**config.mk**
```make
export PLATFORM = sky130hd
export DESIGN_NAME = stepper_step_dir_pulse_queue
export DESIGN_NICKNAME = d
export VERILOG_FILES = /design/src/sspq_pkg.sv /design/src/sspq_cfg.sv /design/src/sspq_core.sv /design/src/stepper_step_dir_pulse_queue.sv
export VERILOG_INCLUDE_DIRS = /design/src /design/src/src
export SDC_FILE = /design/constraint.sdc
export NUM_CORES = 1
export LEC_CHECK = 0
export ABC_AREA = 1
export BUFFER_PORTS_ARGS = -buffer_cell sky130_fd_sc_hd__buf_4
export CORE_UTILIZATION = 55
export DETAILED_ROUTE_END_ITERATION = 8
export PLACE_DENSITY_LB_ADDON = 0.12
export SYNTH_ARGS = -nofsm -noshare
export SYNTH_HDL_FRONTEND = slang
export SYNTH_SLANG_ARGS = --single-unit
```
**constraint.sdc**
```tcl
create_clock -name clk -period 5.9 [get_ports clk]
set_input_delay 1.18 -clock clk [delete_from_list [all_inputs] [get_ports clk]]
set_output_delay 1.18 -clock clk [all_outputs]
set_load 0.005 [all_outputs]
```
**src/stepper_step_dir_pulse_queue_assert.svh**
```systemverilog
// Assertion macros used by the step/direction pulse queue core module.
// Depends on nothing; the assertions vanish when SYNTHESIS is defined.
`ifndef STEPPER_STEP_DIR_PULSE_QUEUE_ASSERT_SVH
`define STEPPER_STEP_DIR_PULSE_QUEUE_ASSERT_SVH
`ifndef SYNTHESIS
`define SSPQ_ASSERT(lbl, clk, rstn, prop) \
	lbl: assert property (@(posedge clk) disable iff (!rstn) (prop)) \
		else $error("sspq assertion failed");
`define SSPQ_ASSERT_NEXT(lbl, clk, rstn, ante, cons) \
	lbl: assert property (@(posedge clk) disable iff (!rstn) (ante) |=> (cons)) \
		else $error("sspq assertion failed");
`else
`define SSPQ_ASSERT(lbl, clk, rstn, prop)
`define SSPQ_ASSERT_NEXT(lbl, clk, rstn, ante, cons)
`endif
`endif

```
**src/sspq_pkg.sv**
```systemverilog
// Package of the step/direction pulse queue: sizes, codes, reset values and
// the configuration and result types. Depends on nothing.
package sspq_pkg;

	localparam int QUEUE_DEPTH = 8;
	localparam int IDX_W = (QUEUE_DEPTH > 1) ? $clog2(QUEUE_DEPTH) : 1;
	localparam int CNT_W = $clog2(QUEUE_DEPTH + 1);
	localparam int SUM_W = CNT_W + 1;

	localparam int STEP_W = 16;
	localparam int TICK_W = 17;
	localparam int SPR_W = 15;
	localparam int CFG_IDX_W = 8;
	localparam int CFG_DATA_W = 16;

	localparam logic [1:0] KIND_TICK = 2'd0;
	localparam logic [1:0] KIND_STEPS = 2'd1;
	localparam logic [1:0] KIND_REVS = 2'd2;
	localparam logic [1:0] KIND_STOP = 2'd3;

	localparam logic [CFG_IDX_W-1:0] REG_STEP_GAP = 8'd0;
	localparam logic [CFG_IDX_W-1:0] REG_STEPS_PER_REV = 8'd1;

	localparam logic [15:0] STEP_GAP_RESET = 16'd1000;
	localparam logic [SPR_W-1:0] STEPS_PER_REV_RESET = 15'd200;

	typedef struct packed {
		logic [15:0] step_gap;
		logic [SPR_W-1:0] steps_per_rev;
	} cfg_t;

	typedef struct packed {
		logic dropped;
		logic [3:0] queued;
		logic queue_empty;
		logic signed [STEP_W-1:0] remaining;
		logic dir_level;
		logic step_level;
	} result_t;

endpackage

```
**src/sspq_cfg.sv**
```systemverilog
// Configuration registers of the step/direction pulse queue.
// Depends on sspq_pkg.
module sspq_cfg (
	input logic clk,
	input logic arst_n,
	input logic cfg_valid,
	output logic cfg_ready,
	input logic [sspq_pkg::CFG_IDX_W-1:0] cfg_index,
	input logic [sspq_pkg::CFG_DATA_W-1:0] cfg_data,
	output sspq_pkg::cfg_t cfg
);

	logic [15:0] step_gap_q;
	logic [sspq_pkg::SPR_W-1:0] steps_per_rev_q;

	assign cfg_ready = 1'b1;

	always_ff @(posedge clk or negedge arst_n) begin
		if (!arst_n) begin
			step_gap_q <= sspq_pkg::STEP_GAP_RESET;
			steps_per_rev_q <= sspq_pkg::STEPS_PER_REV_RESET;
		end else if (cfg_valid) begin
			if (cfg_index == sspq_pkg::REG_STEP_GAP) begin
				step_gap_q <= cfg_data[15:0];
			end else if (cfg_index == sspq_pkg::REG_STEPS_PER_REV) begin
				steps_per_rev_q <= cfg_data[sspq_pkg::SPR_W-1:0];
			end
		end
	end

	assign cfg.step_gap = step_gap_q;
	assign cfg.steps_per_rev = steps_per_rev_q;

endmodule

```
**src/sspq_core.sv**
```systemverilog
// Motion state of the step/direction pulse queue: goal FIFO, step counter,
// pulse timing and flags. Depends on sspq_pkg and the assertion header.
`include "stepper_step_dir_pulse_queue_assert.svh"
module sspq_core (
	input logic clk,
	input logic arst_n,
	input logic en,
	input logic [1:0] kind,
	input logic signed [sspq_pkg::STEP_W-1:0] amount,
	input sspq_pkg::cfg_t cfg,
	output sspq_pkg::result_t result
);

	localparam int DEPTH = sspq_pkg::QUEUE_DEPTH;
	localparam int IDX_W = sspq_pkg::IDX_W;
	localparam int CNT_W = sspq_pkg::CNT_W;
	localparam int SUM_W = sspq_pkg::SUM_W;
	localparam int STEP_W = sspq_pkg::STEP_W;
	localparam int TICK_W = sspq_pkg::TICK_W;

	logic [STEP_W-1:0] queue_q [DEPTH];
	logic [IDX_W-1:0] head_q, head_d;
	logic [CNT_W-1:0] count_q, count_d;
	logic [STEP_W-1:0] steps_q, steps_d;
	logic pulse_q, pulse_d;
	logic dir_q, dir_d;
	logic [TICK_W-1:0] ticks_q, ticks_d, ticks_inc;
	logic empty_q, empty_d;
	logic dropped;
	logic push;
	logic wr_en;
	logic [IDX_W-1:0] tail;
	logic [SUM_W-1:0] tail_sum;
	logic [STEP_W-1:0] product;
	logic [STEP_W-1:0] goal;
	logic full;

	assign full = (count_q == CNT_W'(DEPTH));
	assign product = STEP_W'(amount) * STEP_W'(cfg.steps_per_rev);
	assign goal = (kind == sspq_pkg::KIND_REVS) ? product : amount;
	assign push = (kind == sspq_pkg::KIND_STEPS) || (kind == sspq_pkg::KIND_REVS);
	assign tail_sum = SUM_W'(head_q) + SUM_W'(count_q);
	assign tail = (tail_sum >= SUM_W'(DEPTH)) ? IDX_W'(tail_sum - SUM_W'(DEPTH))
		: IDX_W'(tail_sum);
	assign ticks_inc = (ticks_q == {TICK_W{1'b1}}) ? ticks_q : ticks_q + 1'b1;

	always_comb begin
		head_d = head_q;
		count_d = count_q;
		steps_d = steps_q;
		pulse_d = pulse_q;
		dir_d = dir_q;
		ticks_d = ticks_q;
		empty_d = empty_q;
		dropped = 1'b0;
		wr_en = 1'b0;
		case (kind)
			sspq_pkg::KIND_TICK: begin
				ticks_d = ticks_inc;
				if (steps_q != '0) begin
					empty_d = 1'b0;
					dir_d = steps_q[STEP_W-1];
					if (ticks_inc > TICK_W'(cfg.step_gap)) begin
						pulse_d = !pulse_q;
						ticks_d = '0;
						if (pulse_q) begin
							steps_d = steps_q[STEP_W-1] ? steps_q + 1'b1 : steps_q - 1'b1;
						end
					end
				end else if (count_q != '0) begin
					steps_d = queue_q[head_q];
					head_d = (head_q == IDX_W'(DEPTH - 1)) ? '0 : head_q + 1'b1;
					count_d = count_q - 1'b1;
					empty_d = 1'b0;
				end else begin
					empty_d = 1'b1;
				end
			end
			sspq_pkg::KIND_STEPS, sspq_pkg::KIND_REVS: begin
				if (full) begin
					dropped = 1'b1;
				end else begin
					wr_en = 1'b1;
					count_d = count_q + 1'b1;
				end
			end
			sspq_pkg::KIND_STOP: begin
				steps_d = '0;
			end
			default: begin
				steps_d = steps_q;
			end
		endcase
	end

	always_ff @(posedge clk or negedge arst_n) begin
		if (!arst_n) begin
			head_q <= '0;
			count_q <= '0;
			steps_q <= '0;
			pulse_q <= 1'b0;
			dir_q <= 1'b0;
			ticks_q <= '0;
			empty_q <= 1'b1;
		end else if (en) begin
			head_q <= head_d;
			count_q <= count_d;
			steps_q <= steps_d;
			pulse_q <= pulse_d;
			dir_q <= dir_d;
			ticks_q <= ticks_d;
			empty_q <= empty_d;
		end
	end

	always_ff @(posedge clk) begin
		if (en && wr_en) begin
			queue_q[tail] <= goal;
		end
	end

	assign result.step_level = pulse_d;
	assign result.dir_level = dir_d;
	assign result.remaining = steps_d;
	assign result.queue_empty = empty_d;
	assign result.queued = 4'(count_d);
	assign result.dropped = en && push && dropped;

	`SSPQ_ASSERT(a_count_bound, clk, arst_n, count_q <= CNT_W'(DEPTH))
	`SSPQ_ASSERT(a_empty_idle, clk, arst_n, !empty_q || steps_q == '0)
	`SSPQ_ASSERT(a_edge_restarts, clk, arst_n, !($rose(pulse_q) || $fell(pulse_q)) || ticks_q == '0)
	`SSPQ_ASSERT_NEXT(a_full_drop, clk, arst_n, en && push && full, count_q == CNT_W'(DEPTH) && head_q == $past(head_q))

endmodule

```
**src/stepper_step_dir_pulse_queue.sv**
```systemverilog
// Top level of the step/direction pulse queue: input register, motion core
// and result register. Depends on sspq_pkg, sspq_cfg and sspq_core.
// The input transfer loads the input register; the core result is captured in
// the result register once the output is free and is offered from there.
// Throughput: one item per cycle with the output free; one-pass motion update.
// Reset clears the pipeline, the counters and the flags and loads the
// register defaults; the goal storage keeps no reset.
module stepper_step_dir_pulse_queue (
	input logic clk,
	input logic arst_n,
	input logic s_tvalid,
	output logic s_tready,
	input logic [15:0] s_tdata, // amount[15:0]
	input logic [1:0] s_tuser, // kind[1:0]
	output logic m_tvalid,
	input logic m_tready,
	// step_level[0], dir_level[1], remaining[17:2], queue_empty[18], queued[22:19],
	// dropped[23]
	output logic [23:0] m_tdata,
	input logic cfg_valid,
	output logic cfg_ready,
	input logic [sspq_pkg::CFG_IDX_W-1:0] cfg_index,
	input logic [sspq_pkg::CFG_DATA_W-1:0] cfg_data
);

	logic valid_s1;
	logic [1:0] kind_s1;
	logic signed [15:0] amount_s1;
	logic valid_s2;
	sspq_pkg::result_t result_s2;
	sspq_pkg::result_t result;
	sspq_pkg::cfg_t cfg;
	logic adv;

	assign adv = valid_s1 && (!valid_s2 || m_tready);
	assign s_tready = !valid_s1 || adv;

	always_ff @(posedge clk or negedge arst_n) begin
		if (!arst_n) begin
			valid_s1 <= 1'b0;
			valid_s2 <= 1'b0;
		end else begin
			if (s_tready) begin
				valid_s1 <= s_tvalid;
			end
			if (adv) begin
				valid_s2 <= 1'b1;
			end else if (m_tready) begin
				valid_s2 <= 1'b0;
			end
		end
	end

	always_ff @(posedge clk) begin
		if (s_tvalid && s_tready) begin
			kind_s1 <= s_tuser;
			amount_s1 <= s_tdata;
		end
		if (adv) begin
			result_s2 <= result;
		end
	end

	sspq_cfg u_cfg (
		.clk(clk),
		.arst_n(arst_n),
		.cfg_valid(cfg_valid),
		.cfg_ready(cfg_ready),
		.cfg_index(cfg_index),
		.cfg_data(cfg_data),
		.cfg(cfg)
	);

	sspq_core u_core (
		.clk(clk),
		.arst_n(arst_n),
		.en(adv),
		.kind(kind_s1),
		.amount(amount_s1),
		.cfg(cfg),
		.result(result)
	);

	assign m_tvalid = valid_s2;
	assign m_tdata = result_s2;

endmodule
```
-- After elaboration in Yosys (flattened, before gate mapping)
Memory sizes are Yosys's and may differ from the RTL's.
Cells that the tools add are included.
- register bits: 118
- bits in writable memories: 128
- input bits: 47
- output and inout bits: 27
- word-level logic and storage cells: 93
- memories: 1
- memory list (memory ; words ; width ; read ports ; clocked after memory_dff ; wr ports ; RTL line ; text):
    u_core.queue_q ; 8 ; 16 ; 1 ; 0 ; 1 ; sspq_core.sv:21 ; logic [STEP_W-1:0] queue_q [DEPTH];
- add/subtract/negate cells: 8
- $mul: 1
- order comparisons: 2
- eq/ne operators: 7
- multiplexer cells: 32
- bitwise logic cells: 2
- reduce and logical (&&, ||, !) cells: 21
- operators with widths (operator ; count):
    2-to-1 mux 16 bit ; 6
    2-to-1 mux 17 bit ; 3
    one-hot mux 16 bit (2 select lines) ; 1
    adder 17 x 1 -> 17 bit (second input constant) ; 1
    equality test 17 bit (second input constant) ; 1
    greater-than comparator 17 x 16 -> 1 bit ; 1
    adder 16 x 1 -> 16 bit (second input constant) ; 1
    multiplier 16 x 15 -> 16 bit ; 1
    2-to-1 mux 1 bit ; 16
    nonzero test 16 bit ; 1
    subtractor 16 x 1 -> 16 bit (second input constant) ; 1
    2-to-1 mux 4 bit ; 3
    equality test 8 x 1 -> 1 bit (second input constant) ; 1
    zero test 8 bit ; 1
    one-hot mux 4 bit (2 select lines) ; 1
    2-to-1 mux 3 bit ; 2
    adder 3 x 4 -> 5 bit ; 1
    greater-or-equal comparator 5 x 4 -> 1 bit (second input constant) ; 1
    logical AND 1 bit ; 5
    adder 4 x 1 -> 4 bit (second input constant) ; 1
    equality test 2 bit (second input constant) ; 2
    equality test 4 bit (second input constant) ; 1
    AND reduction 2 bit ; 2
    AND reduction 4 bit ; 1
    other kinds (13) ; 18

-- Depth between registers and ports, before layout
- word-level depth: 6
- mapped depth: 31
- mapped depth without buffers: 30

-- By module
Synthesis repeated with hierarchy kept, for this count alone.
- cells, all modules: 1938
- area, all modules: 16643.5 µm²
- by module, submodules not included (module ; instances ; cells an instance ; area an instance (µm²) ; seq. area each (µm²)):
    sspq_core ; 1 ; 1735 ; 13903.3 ; 4921.0
    sspq_cfg ; 1 ; 149 ; 1383.8 ; 787.0
    stepper_step_dir_pulse_queue ; 1 ; 54 ; 1356.3 ; 1311.3

-- Worst setup path before layout
No wires, ideal clock.
- path kind: register to register
- from: register u_cfg.steps_per_rev_q[1] (netlist bit)
- to: memory u_core.queue_q[0][13] (data pin)
- library setup time: 0.278 ns
- data arrival time: 5.465 ns
- data required time: 5.622 ns
- path slack: 0.157 ns
- cell stages (with the launch flop): 24
- path buffers: 2
- period minus slack after synthesis: 5.743 ns
- path through: dfrtp_1 > clkbuf_1 > clkbuf_1 > nand2_1 > inv_1 > fa_1 > inv_1 > fa_1 > inv_1 > fa_1 > inv_1 > fa_1 > inv_1 > fa_1 > inv_1 > fa_1 > inv_1 > ha_1 > nand2_1 > nor3_1 > a21oi_1 > o21ai_0 > nor2_1 > o31ai_1
- cells in the longest elaborated chain, start to end: 2
- ends and longest elaborated chain (element ; RTL line ; text):
    start, declared ; sspq_cfg.sv:14 ; logic [sspq_pkg::SPR_W-1:0] steps_per_rev_q;
    start signal, assigned ; sspq_cfg.sv:21 ; steps_per_rev_q <= sspq_pkg::STEPS_PER_REV_RESET;
    start signal, assigned ; sspq_cfg.sv:26 ; steps_per_rev_q <= cfg_data[sspq_pkg::SPR_W-1:0];
    multiplier 16 x 15 -> 16 bit ; sspq_core.sv:39 ; assign product = STEP_W'(amount) * STEP_W'(cfg.steps_per_rev);
    2-to-1 mux 16 bit ; sspq_core.sv:40 ; assign goal = (kind == sspq_pkg::KIND_REVS) ? product : amount;
    via u_core.goal[13] ; sspq_core.sv:35 ; logic [STEP_W-1:0] goal;
    end, declared ; sspq_core.sv:21 ;
The timed path passes the listed nets, and every way through them passes these cells.

-- Worst setup path in the final report
- from: register amount_s1[3]
- to: memory u_core.queue_q[0][14] (data pin)
- cells in the longest elaborated chain, start to end: 2
- ends and longest elaborated chain (element ; RTL line ; text):
    start, declared ; stepper_step_dir_pulse_queue.sv:28 ; logic signed [15:0] amount_s1;
    start signal, assigned ; stepper_step_dir_pulse_queue.sv:57 ; amount_s1 <= s_tdata;
    multiplier 16 x 15 -> 16 bit ; sspq_core.sv:39 ;
    2-to-1 mux 16 bit ; sspq_core.sv:40 ;
    via u_core.goal[14] ; sspq_core.sv:35 ;
The timed path passes the listed nets, and every way through them passes these cells.

==> results.cfg <==
[run_status]
outcome = finished clean

[routing]
top_layer = met4
routed-wl-met3_um = 1933
ant_nets = 0
vias_per_cell = 5.341
wl_met2_um = 19310
via_count = 12787
drt-initial-drc-count = 1178
firstDrtPassIters = 5
drcViolationCount = 0
drt-total-wl_um = 40170
wl_met1_um = 17730
wl_per_cell_um = 16.78

[job]
max_cap_violations = 0

[sta]
finalMaxSlewViolations = 0
setup_ws_ns = 0.2150
fmax_mhz = 175.9
worstMarginPinSlew_ns = 1.149
period_minus_slack_ns = 5.685
setup-violations-final = 0
maxSlewHeadroom_pct = 23.33
fin_worst_skew_ns = 0.01171
finalCritPeriodShare_pct = 96.36
whs_ns = 0.4863
timing.final.hold_violations = 0

[final_layout]
final_common_cell = nand2_1
final_cell_mix = nand2_1, inv_1, edfxtp_1
n_antenna_cell = 0
area_delta_synth_final_pct = 12.67
final_core_util_pct = 63.69
final_cell_area_sq_um = 18530
drive_gt1_share_pct = 11.14
nets = 2202

[floorplan]
boundaryPins = 74
core_sq_um = 29090
die-area_sq_um = 30600
die_h_um = 174.9
initial_utilization_pct = 56.53
die_w_um = 174.9
rows = 62

[placed_design]
hpwl_um = 28980
dp_slack_ns = -0.02010
place_area_sq_um = 17460
portBuffers = 72
place_congestion = 0.9138

[logic_synthesis]
synth_edf_count = 170
ys.warnings.count = 0
synth.ff_latch_count = 246
synth_cells = 1915
async_reset_ff_share_pct = 30.89
ys_seq_area_share_pct = 42.68
syn_area_sq_um = 16450
avgSynthCellArea_sq_um = 8.588
synthesis.nets = 2128
synth_cell_types = 47
yosys_most_used_dff = edfxtp_1

[cts]
clock_path_buffers = 3
root_buffer = clkbuf_16
htreeDepth = 1
cts_tree = done
insertion_delay_ns = 0.56
holdBufCountCts = 0
clkSlewWorstSetupHoldPaths_ns = 0.06
clock-sinks = 246
cts_inserted_buffers = 28

[worst_setup_path]
reg2reg_slack_ns = 0.22
critical_path_class = register to register
worstReg2RegStart = amount_s1[3]$_DFFE_PP_
critPathCaptureType = register
cp.arrival_ns = 6.10
required_ns = 6.32
r2r_cells = 21
start_kind = register
r2r_end = u_core.queue_q[0][14]$_DFFE_PP_
critPathMaxFanout = 8

[power_and_ir_drop]
leakage_nw = 9.114
seq_power_share_pct = 29.5
power.switching_mw = 3.541
clockPowerShare_pct = 22.5
power.internal_mw = 4.625
p_sw_share_pct = 43.36
combPwrFrac_pct = 48.0
power_density_nw_per_um2 = 440.7
vdd_ir_drop_max_mv = 0.2474

[global_route]
track_usage_pct = 27.07
antenna_found_initial = 0
first_global_vias = 12399
grt_start_max_net_pins = 67
grt_pass1_wl_um = 64720
grt_overflow = 0

[min_path]
hp-class = primary input to asynchronous set/reset pin
through the flow:
step | instances | total power, mW | setup TNS [ns]
floorplan | 1915 | 5.381 | 0
global placement | 2336 | 6.275 | 0
detailed placement | 2336 | 6.341 | -0.1601
CTS | 2387 | 8.192 | 0
global route | 2394 | 8.809 | -0.1167
finish | 2394 | 8.166 | 0
worst max path at each step:
stage                                                     from                               to  slack (ns)  depth (start not counted)
final                                   amount_s1[3]$_DFFE_PP_  u_core.queue_q[0][14]$_DFFE_PP_        0.22                         21
after global routing                    amount_s1[3]$_DFFE_PP_  u_core.queue_q[0][14]$_DFFE_PP_       -0.01                         21
after global placement    u_cfg.steps_per_rev_q[7]$_DFFE_PN1P_  u_core.queue_q[2][15]$_DFFE_PP_        0.10                         21
after detailed placement                amount_s1[5]$_DFFE_PP_  u_core.queue_q[5][13]$_DFFE_PP_       -0.02                         21
after CTS                 u_cfg.steps_per_rev_q[7]$_DFFE_PN1P_  u_core.queue_q[3][15]$_DFFE_PP_        0.08                         21
after floorplan           u_cfg.steps_per_rev_q[1]$_DFFE_PN0P_  u_core.queue_q[0][13]$_DFFE_PP_        0.16                         23
routing by layer:
layer | vias to the layer above | GRT usage (%)
met5 | - | 0
met4 | 0 | 8.261
met3 | 75 | 2.415
met2 | 378 | 45.57
met1 | 6072 | 37.30
li1 | 6262 | -
synthesized netlist by cell type, types with 4 or more instances:
cell / count / area, sq um
nand2_1: 591 / 2218
inv_1: 320 / 1201
edfxtp_1: 170 / 5105
a21oi_1: 118 / 590.6
o21ai_0: 89 / 445.4
fa_1: 83 / 1662
ha_1: 83 / 1039
dfrtp_1: 66 / 1652
clkbuf_1: 59 / 221.5
nand3_1: 59 / 295.3
nor2_1: 59 / 221.5
xor2_1: 31 / 271.5
nand2_2: 24 / 150.1
xnor2_1: 19 / 166.4
a22oi_1: 18 / 135.1
nand4_1: 14 / 87.58
buf_2: 12 / 60.06
nor3_1: 12 / 60.06
dfstp_2: 10 / 262.8
a32o_1: 9 / 90.09
nor4_1: 9 / 56.30
a221oi_1: 7 / 61.31
buf_1: 5 / 18.77
o31ai_1: 5 / 37.54
a31oi_1: 4 / 25.02
nor2_2: 4 / 25.02
o21a_1: 4 / 30.03
critical path, stage by stage (launching register included):
cell,delay [ns]
edfxtp_1,0.58
buf_4,0.25
nand2_1,0.09
fa_1,0.51
inv_1,0.04
ha_1,0.26
inv_1,0.05
fa_1,0.52
inv_1,0.05
fa_1,0.55
fa_1,0.59
inv_1,0.07
fa_1,0.53
inv_1,0.04
ha_1,0.36
nand2_1,0.09
nor2_1,0.15
nand3_1,0.09
o2111ai_1,0.12
nor2_1,0.09
o31ai_2,0.30
buf_4,0.21
power groups by stage:
stage                     clock network, mW  logic (mW)  registers (mW)
final                                  1.84        3.92            2.41
after detailed placement                  0        3.90            2.44
after global placement                    0        3.84            2.44
after CTS                              1.86        3.92            2.41
after global routing                   1.93        4.43            2.45
after floorplan                           0        3.02            2.36
registers in the layout, summed over array words and instances, names as in the netlist:
name,cells
amount_s1,16
kind_s1,2
m_tdata,24
m_tvalid,1
u_cfg.step_gap_q,16
u_cfg.steps_per_rev_q,15
u_core.count_q,4
u_core.dir_q,1
u_core.empty_q,1
u_core.head_q,3
u_core.pulse_q,1
u_core.queue_q,128
u_core.steps_q,16
u_core.ticks_q,17
valid_s1,1
cell type report:
class	instances	area [sq um]
clock buffers	30	718.2
clock inverters	21	266.5
fillers	2467	10560
inverters	325	1220
multi-input cells	1265	7899
flip-flops and latches	246	7022
well taps	384	480.5
repair buffers	123	923.4
timing repair:
| action | 4_1_cts | 5_1_grt |
|---|---|---|
| resized for setup | 1 | 9 |
| setup buffers | 0 | 7 |
| endpoints found under the setup margin | 8 | 56 |
cells by family after synthesis:
logic type	after synthesis	synth area share, %
and+or+nand+nor	785	19.70
buffers and inverters	404	9.457
AOI/OAI and AO/OA	261	8.894
DFF	246	42.68
adders and majority gates	166	16.42
xor gates and xnor gates	51	2.762
other	1	0.02280
muxes	1	0.06847
No activity file was read; power rests on OpenSTA's default activity.
